<file path="src/sv/lbfgs_pkg.sv">
// ----------------------------------------------------------------------------
// lbfgs_pkg
// Shared codes, control bundles and the saturation helper of the L-BFGS
// direction engine.
// ----------------------------------------------------------------------------
`default_nettype none

package lbfgs_pkg;

   localparam int DATA_W    = 32;
   localparam int STEP_IDX_W = 5;   // covers the largest history depth
   localparam int VAR_IDX_W  = 6;   // covers the largest vector length

   localparam logic [1:0] FUNC_LOAD_PAIR = 2'd0;
   localparam logic [1:0] FUNC_LOAD_GRAD = 2'd1;
   localparam logic [1:0] FUNC_START     = 2'd2;

   localparam logic CSR_VARS  = 1'b0;
   localparam logic CSR_STEPS = 1'b1;

   // pass kinds of the vector pipeline
   localparam logic [2:0] MODE_DOT_SY = 3'd0;
   localparam logic [2:0] MODE_DOT_SW = 3'd1;
   localparam logic [2:0] MODE_DOT_YW = 3'd2;
   localparam logic [2:0] MODE_UPD_Y  = 3'd3;
   localparam logic [2:0] MODE_SCALE  = 3'd4;
   localparam logic [2:0] MODE_UPD_S  = 3'd5;
   localparam logic [2:0] MODE_OUT    = 3'd6;

   typedef struct packed {
      logic                  valid;
      logic                  first;
      logic                  last;
      logic [2:0]            mode;
      logic [STEP_IDX_W-1:0] step;
      logic [VAR_IDX_W-1:0]  var_idx;
   } pass_ctl_type;

   typedef struct packed {
      logic                     pair_we;
      logic                     grad_we;
      logic [STEP_IDX_W-1:0]    step;
      logic [VAR_IDX_W-1:0]     var_idx;
      logic signed [DATA_W-1:0] s_value;
      logic signed [DATA_W-1:0] y_value;
      logic signed [DATA_W-1:0] grad_value;
   } load_type;

   typedef struct packed {
      logic                     valid;
      logic                     last;
      logic [VAR_IDX_W-1:0]     index;
      logic signed [DATA_W-1:0] value;
   } emit_type;

   function automatic logic signed [DATA_W-1:0] sat32(input logic signed [63:0] v);
      logic signed [63:0] hi;
      logic signed [63:0] lo;
      hi = 64'sh0000_0000_7FFF_FFFF;
      lo = -64'sh0000_0000_8000_0000;
      if (v > hi) begin
         sat32 = 32'sh7FFF_FFFF;
      end else if (v < lo) begin
         sat32 = 32'sh8000_0000;
      end else begin
         sat32 = v[DATA_W-1:0];
      end
   endfunction

endpackage

`default_nettype wire

</file>
<file path="src/sv/lbfgs_divider.sv">
// ----------------------------------------------------------------------------
// lbfgs_divider
// Restoring divider forming the saturated quotient 2^32 / d, one bit a cycle.
// ----------------------------------------------------------------------------
`default_nettype none

module lbfgs_divider (
   input  wire logic                                clock,
   input  wire logic                                reset,
   input  wire logic                                go,
   input  wire logic signed [lbfgs_pkg::DATA_W-1:0] divisor,
   output logic                                     done,
   output logic signed [lbfgs_pkg::DATA_W-1:0]      quotient
);

   logic        run_ff;
   logic        done_ff;
   logic [5:0]  cnt_ff;
   logic [32:0] rem_ff;
   logic [32:0] quo_ff;
   logic [32:0] mag_ff;
   logic        neg_ff;
   logic [33:0] trial;
   logic        qbit;

   // dividend is a single one at bit 32
   assign trial = {rem_ff, (cnt_ff == 6'd32)};
   assign qbit  = (trial >= {1'b0, mag_ff});

   always_ff @(posedge clock) begin
      if (reset) begin
         run_ff  <= 1'b0;
         done_ff <= 1'b0;
      end else begin
         done_ff <= 1'b0;
         if (go) begin
            run_ff <= 1'b1;
            cnt_ff <= 6'd32;
            rem_ff <= '0;
            quo_ff <= '0;
            neg_ff <= divisor[31];
            mag_ff <= divisor[31] ? (33'd0 - {divisor[31], divisor})
                                  : {1'b0, divisor};
         end else if (run_ff) begin
            rem_ff <= qbit ? 33'(trial - {1'b0, mag_ff}) : trial[32:0];
            quo_ff <= {quo_ff[31:0], qbit};
            cnt_ff <= cnt_ff - 6'd1;
            if (cnt_ff == 6'd0) begin
               run_ff  <= 1'b0;
               done_ff <= 1'b1;
            end
         end
      end
   end

   logic [32:0] neg_quo;
   assign neg_quo = 33'd0 - quo_ff;

   always_comb begin
      if (neg_ff) begin
         quotient = (quo_ff > 33'h0_8000_0000) ? 32'sh8000_0000 : neg_quo[31:0];
      end else begin
         quotient = (quo_ff > 33'h0_7FFF_FFFF) ? 32'sh7FFF_FFFF : quo_ff[31:0];
      end
   end

   assign done = done_ff;

endmodule

`default_nettype wire

</file>
<file path="config.mk">
export PLATFORM = sky130hd
export DESIGN_NAME = lbfgs_divider
export DESIGN_NICKNAME = d
export VERILOG_FILES = /design/src/sv/lbfgs_pkg.sv /design/src/sv/lbfgs_divider.sv
export SDC_FILE = /design/constraint.sdc
export NUM_CORES = 1
export LEC_CHECK = 0
export BUFFER_PORTS_ARGS = -buffer_cell sky130_fd_sc_hd__buf_2
export CELL_PAD_IN_SITES_DETAIL_PLACEMENT = 1
export CELL_PAD_IN_SITES_GLOBAL_PLACEMENT = 2
export CORE_ASPECT_RATIO = 0.75
export CORE_MARGIN = 1.5
export CORE_UTILIZATION = 30
export DETAILED_ROUTE_END_ITERATION = 6
export GPL_TIMING_DRIVEN = 0
export PLACE_DENSITY_LB_ADDON = 0.05
export SETUP_SLACK_MARGIN = 0.3
export SKIP_LAST_GASP = 1
export SYNTH_ARGS = -nofsm -noshare
export SYNTH_HDL_FRONTEND = slang
export SYNTH_SLANG_ARGS = --single-unit
</file>
<file path="constraint.sdc">
create_clock -name clock -period 10.33 [get_ports clock]
set_clock_uncertainty 0.15 [all_clocks]
set_input_delay 2.066 -clock clock [delete_from_list [all_inputs] [get_ports clock]]
set_output_delay 2.066 -clock clock [all_outputs]
set_load 0.01 [all_outputs]
</file>
==> impl_metrics.env, run 1 <==
export IMPL_synth_ff_type="edfxtp_1"
export IMPL_first_global_vias=6757
export IMPL_p_per_area_mw_per_mm2=145.0
export IMPL_cts_sinks=108
export IMPL_route_detailed_drc=0
export IMPL_holdBufCountCts=0
export IMPL_syn_num_nets=936
export IMPL_start_kind="flip-flop"
export IMPL_dp_cells=1275
export IMPL_wirelength_um=24250
export IMPL_cts_buffers=9
export IMPL_wire_per_inst_um=18.78
export IMPL_synth_top_area_share_pct=40.43
export IMPL_dr_pass1_iters=4
export IMPL_critPathArrivalTime_ns=4.19
export IMPL_power_frac_seq_pct=42.5
export IMPL_final_cells=1291
export IMPL_worstPathMaxFanout=10
export IMPL_ioPinCount=68
export IMPL_end_kind="output port"
export IMPL_status="completed"
export IMPL_drive_above_1_share_pct=11.30
export IMPL_setup_tns_ns=0
export IMPL_design_die_area_mm2=0.02724
export IMPL_grtUsageTotal_pct=18.42
export IMPL_power_leakage_nw=3.531
export IMPL_die_h_um=143.3
export IMPL_gp_congestion=0.8107
export IMPL_synth_edf_count=106
export IMPL_post_cts_buffers=0
export IMPL_port_buffers=66
export IMPL_clock_latency_ns=0.37
export IMPL_synth_seq_cells=108
export IMPL_dpl_worst_slack_ns=4.330
export IMPL_initial_core_util_pct=30.47
export IMPL_slew_headroom_pct=26.11
export IMPL_ys_seq_area_share_pct=40.93
export IMPL_via_per_inst=5.187
export IMPL_async_reset_ff_share_pct=0
export IMPL_setup_viol=0
export IMPL_swShare_pct=33.76
export IMPL_hold_viol_final=0
export IMPL_synth_cell_types=66
export IMPL_tritoncts="done"
export IMPL_grt_max_degree=33
export IMPL_worst_pin_slew_ns=1.094
export IMPL_pwr_share_comb_pct=31.5
export IMPL_fp_coreArea_mm2=0.02584
export IMPL_avgSynthCellArea_um2=9.134
export IMPL_fin_crit_ns=6.403
export IMPL_worstSetupPathType="flip-flop to output port"
export IMPL_ys_warn_count=0
export IMPL_p_clk_share_pct=26.0
export IMPL_synthToLayoutAreaGrowth_pct=14.27
export IMPL_worst_slack_ns=3.927
export IMPL_grt_setup_unrepaired="false"
export IMPL_synth_area_leader_cell="edfxtp_1"
export IMPL_netlist_area_mm2=0.007874
export IMPL_drt_iter0_markers=244
export IMPL_ctsResizeCount=0
export IMPL_slew_viol_final=0
export IMPL_root_buffer="clkbuf_16"
export IMPL_hpwl_um=19130
export IMPL_vdd_drop_max_uv=90.76
export IMPL_placementRows=51
export IMPL_drv_cap=0
export IMPL_period_share_pct=61.98
export IMPL_ant_nets=0
export IMPL_netlist_top_cells_area="edfxtp_1 40%, ha_1 6.0%, xnor2_1 4.8%"
export IMPL_worstPathRequired_ns=8.11
export IMPL_cts_buffer_depth=2
export IMPL_switching_power_w=0.0004406
export IMPL_clk_pin_slew_ns=0.08
export IMPL_die_w_um=190.1
export IMPL_grt_pass1_wl_um=38480
export IMPL_p_int_w=0.0008644
export IMPL_vias=6697
export IMPL_netlist_instances=862
export IMPL_hp_class="flip-flop to flip-flop"
export IMPL_grt_remaining_overflow=0
export IMPL_diodes=0
export IMPL_antenna_found_initial=0
export IMPL_htreeDepth=3
export IMPL_nets=1016
export IMPL_max_freq_mhz=156.2
export IMPL_filler_cell_count=3044
[cell usage after synthesis, types with 9 or more instances]
master	number
nand3_1	14
clkbuf_1	41
xnor2_1	43
a21oi_1	66
nand2b_1	10
a21o_1	25
nor3_1	14
edfxtp_1	106
ha_1	38
nor4_1	9
o311ai_0	13
mux2i_1	27
nand2_1	77
xor2_1	17
o31ai_1	13
nand4_1	15
or3_1	12
nor2b_1	31
o21ai_0	41
nor2_1	81
inv_1	58
[state kept, by name (all words and copies together), names as in the netlist]
register,flops
mag_ff,33
rem_ff,33
cnt_ff,6
run_ff,1
done,1
neg_ff,1
quo_ff,33
[metrics by stage]
stage	utilization [%]	area [um2]	power, W	hold WS [ns]
final	34.81	8997	0.001305	0.3479
after global routing	34.81	8997	0.001391	0.3754
after CTS	34.79	8991	0.001329	0.3570
after detailed placement	33.70	8710	0.0009771	0.3399
after global placement	33.41	8635	0.0009678	0.3191
after floorplan	-	7874	0.0008511	0.3032
[layer usage]
metal | global-route usage [%] | part of all wire [%]
met2 | 26.57 | 42
met4 | 4.052 | 1.1
met1 | 28.54 | 54
met5 | 0 | 0
met3 | 2.711 | 2.7
[power by group through the flow]
stage,clock network (W),registers (W),logic (W)
2_1_floorplan,0,0.000557,0.000295
3_5_place_dp,0,0.000564,0.000413
4_1_cts,0.000358,0.000555,0.000416
6_report,0.000339,0.000555,0.000411
5_1_grt,0.000369,0.000559,0.000463
3_3_place_gp,0,0.000567,0.000401
[final cells by class]
type | count | area (um2) | area share (%)
Timing Repair Buffer | 69 | 390.4 | 4.339
Sequential cell | 108 | 3223 | 35.82
Multi-Input combinational cell | 651 | 4277 | 47.53
Clock inverter | 5 | 38.79 | 0.4311
Buffer | 45 | 177.7 | 1.975
Inverter | 58 | 217.7 | 2.420
Tap cell | 344 | 430.4 | 4.784
Clock buffer | 11 | 242.7 | 2.698
[cells by family after synthesis]
group | after synthesis | share of synthesized area (%)
AO/OA/AOI/OAI | 221 | 18.29
XOR/XNOR | 60 | 6.674
flip-flops | 108 | 40.93
multiplexers | 27 | 3.432
other | 1 | 0.04763
AND/OR/NAND/NOR | 303 | 19.31
buffers and inverters | 103 | 5.021
adder cells (fa/ha/maj) | 39 | 6.293
[worst max-delay path, stage by stage (launching register included)]
cell	delay, ns
edfxtp_1	0.47
inv_1	0.15
ha_1	0.21
or3b_4	0.42
or4_4	0.48
or3_1	0.32
o31a_1	0.28
nand2b_1	0.38
clkbuf_1	0.39
o311ai_0	0.50
buf_2	0.22
[path summary, 6_finish.rpt]
kind	to	depth (start not counted)	slack, ns	from
max	quotient[2]	10	3.93	quo_ff[1]$_SDFFCE_PP0P_
min	done$_SDFF_PP0_	1	0.35	run_ff$_SDFF_PP0_
max reg2reg	rem_ff[22]$_SDFFCE_PP0P_	16	5.46	cnt_ff[3]$_SDFFCE_PP0P_
min reg2reg	done$_SDFF_PP0_	1	0.35	run_ff$_SDFF_PP0_
[cell usage in the layout, fill, tap and decap left out, drive strengths merged, types with 8 or more instances in the layout]
cell type    n
or2          9
xnor2       43
nand2b      10
mux2i       27
ha          38
nor3        15
a21oi       66
o311ai      15
o21ai       43
edfxtp     106
nor2b       31
nor4         9
nand4       15
xor2        17
o21a         8
nand3       14
o21bai       8
inv         58
o31ai       13
nand2       77
or3         13
buf         73
o41ai        8
or4         11
a21o        25
nor2        81
clkbuf      52
Note: power is estimated with default switching activity, not from simulation.
==> run 2: changes to the inputs <==
clock period = 5.9 ns   (was 10.33 ns; I/O delays follow)
==> run 2 against run 1 <==
Compared with the run above:
- cell count unchanged
- critical path depth up 2
- die area unchanged
- count of clock-buffer cells in the layout unchanged
- global-route usage unchanged
- critical path type unchanged
- highest routed layer unchanged
==> impl_metrics.env, run 2 (synthesis gave the netlist of run 1 again) <==
export IMPL_status="completed"
export IMPL_grt_setup_unrepaired="false"
export IMPL_dr_pass1_iters=4
export IMPL_hold_viol_final=0
export IMPL_crit_path_end="quotient[22]"
export IMPL_grt_max_degree=33
export IMPL_critPathBufInv=3
export IMPL_synthToLayoutAreaGrowth_pct=14.41
export IMPL_die_w_um=190.1
export IMPL_start_kind="flip-flop"
export IMPL_ioPinCount=68
export IMPL_fin_area_mm2=0.009009
export IMPL_first_global_vias=6757
export IMPL_finish_utilization_pct=34.86
export IMPL_die_h_um=143.3
export IMPL_ant_nets=0
export IMPL_setup_viol=0
export IMPL_via_per_inst=5.174
export IMPL_gp_congestion=0.8107
export IMPL_r2r_start="cnt_ff[3]$_SDFFCE_PP0P_"
export IMPL_reg_top3="mag_ff: 33 flops, quo_ff: 33 flops, rem_ff: 33 flops"
export IMPL_rr_endpoint="rem_ff[22]$_SDFFCE_PP0P_"
export IMPL_route_detailed_drc=0
export IMPL_drv_cap=0
export IMPL_htreeDepth=3
export IMPL_multi_input_area_mm2=0.004285
export IMPL_clock_latency_ns=0.37
export IMPL_fin_crit_ns=5.432
export IMPL_placementRows=51
export IMPL_diodes=0
export IMPL_period_share_pct=92.07
export IMPL_ff_latch_area_mm2=0.003223
export IMPL_cts_buffers=9
export IMPL_power_leakage_nw=3.544
export IMPL_antenna_found_initial=0
export IMPL_cp_common_cell="or4_4"
export IMPL_filler_cell_count=3042
export IMPL_worstSetupPathType="flip-flop to output port"
export IMPL_slowest_stage="or4_4"
export IMPL_worstPathRequired_ns=4.57
export IMPL_hp_class="flip-flop to flip-flop"
export IMPL_vias=6680
export IMPL_layout_commonest_cell="edfxtp_1"
export IMPL_worstPathMaxFanout=6
export IMPL_drive_above_1_share_pct=11.62
export IMPL_cp_top_family="simple AND/OR/NAND/NOR gates"
export IMPL_p_per_area_mw_per_mm2=253.9
export IMPL_root_buffer="clkbuf_16"
export IMPL_min_path_cells=1
export IMPL_slew_viol_final=0
export IMPL_crit_path_start="quo_ff[1]$_SDFFCE_PP0P_"
export IMPL_tritoncts="done"
export IMPL_hpwl_um=19130
export IMPL_design_die_area_mm2=0.02724
export IMPL_rrSetupSlack_ns=1.02
export IMPL_max_freq_mhz=184.1
export IMPL_grt_remaining_overflow=0
export IMPL_crit_cells=12
export IMPL_cts_buffer_depth=2
export IMPL_post_cts_buffers=0
export IMPL_worst_pin_slew_ns=1.094
export IMPL_crit_chain="inv_1 -> ha_1 -> or3b_4 -> or4_4 -> or3_4 -> or4_4 -> buf_6 -> or4_4 -> o21ai_1 -> nand2_1 -> o311ai_1 -> buf_2"
export IMPL_cts_sinks=108
export IMPL_vdd_drop_max_uv=158.8
export IMPL_fp_coreArea_mm2=0.02584
export IMPL_end_kind="output port"
export IMPL_postPlaceCellArea_mm2=0.008710
export IMPL_cp_slowest_stage_delay_ns=0.48
export IMPL_grt_pass1_wl_um=38480
export IMPL_grtUsageTotal_pct=18.42
export IMPL_final_cell_mix="106 x edfxtp_1, 79 x nor2_1, 77 x nand2_1"
export IMPL_nets=1016
export IMPL_reg2reg_depth=16
export IMPL_drt_iter0_markers=272
export IMPL_clk_pin_slew_ns=0.08
export IMPL_port_buffers=66
export IMPL_wire_per_inst_um=18.81
export IMPL_initial_core_util_pct=30.47
export IMPL_slew_headroom_pct=26.11
export IMPL_wirelength_um=24280
export IMPL_critPathArrivalTime_ns=4.10
## run 2: worst min path at each step
stage,startpoint,to
floorplan,run_ff$_SDFF_PP0_,done$_SDFF_PP0_
global placement,run_ff$_SDFF_PP0_,done$_SDFF_PP0_
detailed placement,run_ff$_SDFF_PP0_,done$_SDFF_PP0_
CTS,run_ff$_SDFF_PP0_,done$_SDFF_PP0_
global route,run_ff$_SDFF_PP0_,done$_SDFF_PP0_
finish,run_ff$_SDFF_PP0_,done$_SDFF_PP0_
## run 2: layout make-up
class	count	area share, %
multi-input combinational	651	47.57
sequential	108	35.78
tap	344	4.778
timing repair buffer	69	4.333
clock buffer	11	2.694
inverter	58	2.417
buffer	45	2.000
clock inverter	5	0.4306
## run 2: layer usage
layer / part of all wire (%) / vias up / global-route usage (%)
li1: - / 3293 / -
met1: 54 / 3311 / 28.54
met2: 42 / 63 / 26.57
met3: 2.4 / 13 / 2.711
met4: 1.1 / 0 / 4.052
met5: 0 / - / 0
## run 2: what timing repair did
action,in CTS,in global routing
endpoints found under the hold margin,0,0
gates resized for setup,0,6
setup endpoints to repair,0,7
hold buffers,0,0
## run 2: worst register-to-register path, stage by stage, from the launching register on
cell and delay [ns]:
edfxtp_1 0.43, nor3_1 0.37, nand3_1 0.23, ha_1 0.25
inv_1 0.07, fa_1 0.21, a21oi_1 0.12, o211ai_1 0.32
a22oi_1 0.16, a21oi_1 0.38, o21ai_0 0.26, nand3_1 0.19
a311o_1 0.18, clkbuf_1 0.28, clkbuf_1 0.66, mux2i_1 0.29
nor2_1 0.06
## run 2: report_power, final
part | switching (W) | internal, W
clock | 0.000297 | 0.000299
combinational | 0.000433 | 0.000286
sequential | 0.0000432 | 0.000928
total | 0.000773 | 0.00151
## run 2: per-stage QoR
stage / setup TNS [ns] / setup WS [ns] / std cells / hold slack [ns] / power, W
floorplan: 0 / 0.7280 / 862 / 0.3032 / 0.001490
global placement: -105.13 / -1.472 / 1272 / 0.3191 / 0.001694
detailed placement: 0 / 0.7864 / 1275 / 0.3399 / 0.001711
CTS: 0 / 0.3580 / 1291 / 0.3570 / 0.002326
global route: 0 / 0.3044 / 1291 / 0.3754 / 0.002436
finish: 0 / 0.4680 / 1291 / 0.3479 / 0.002287
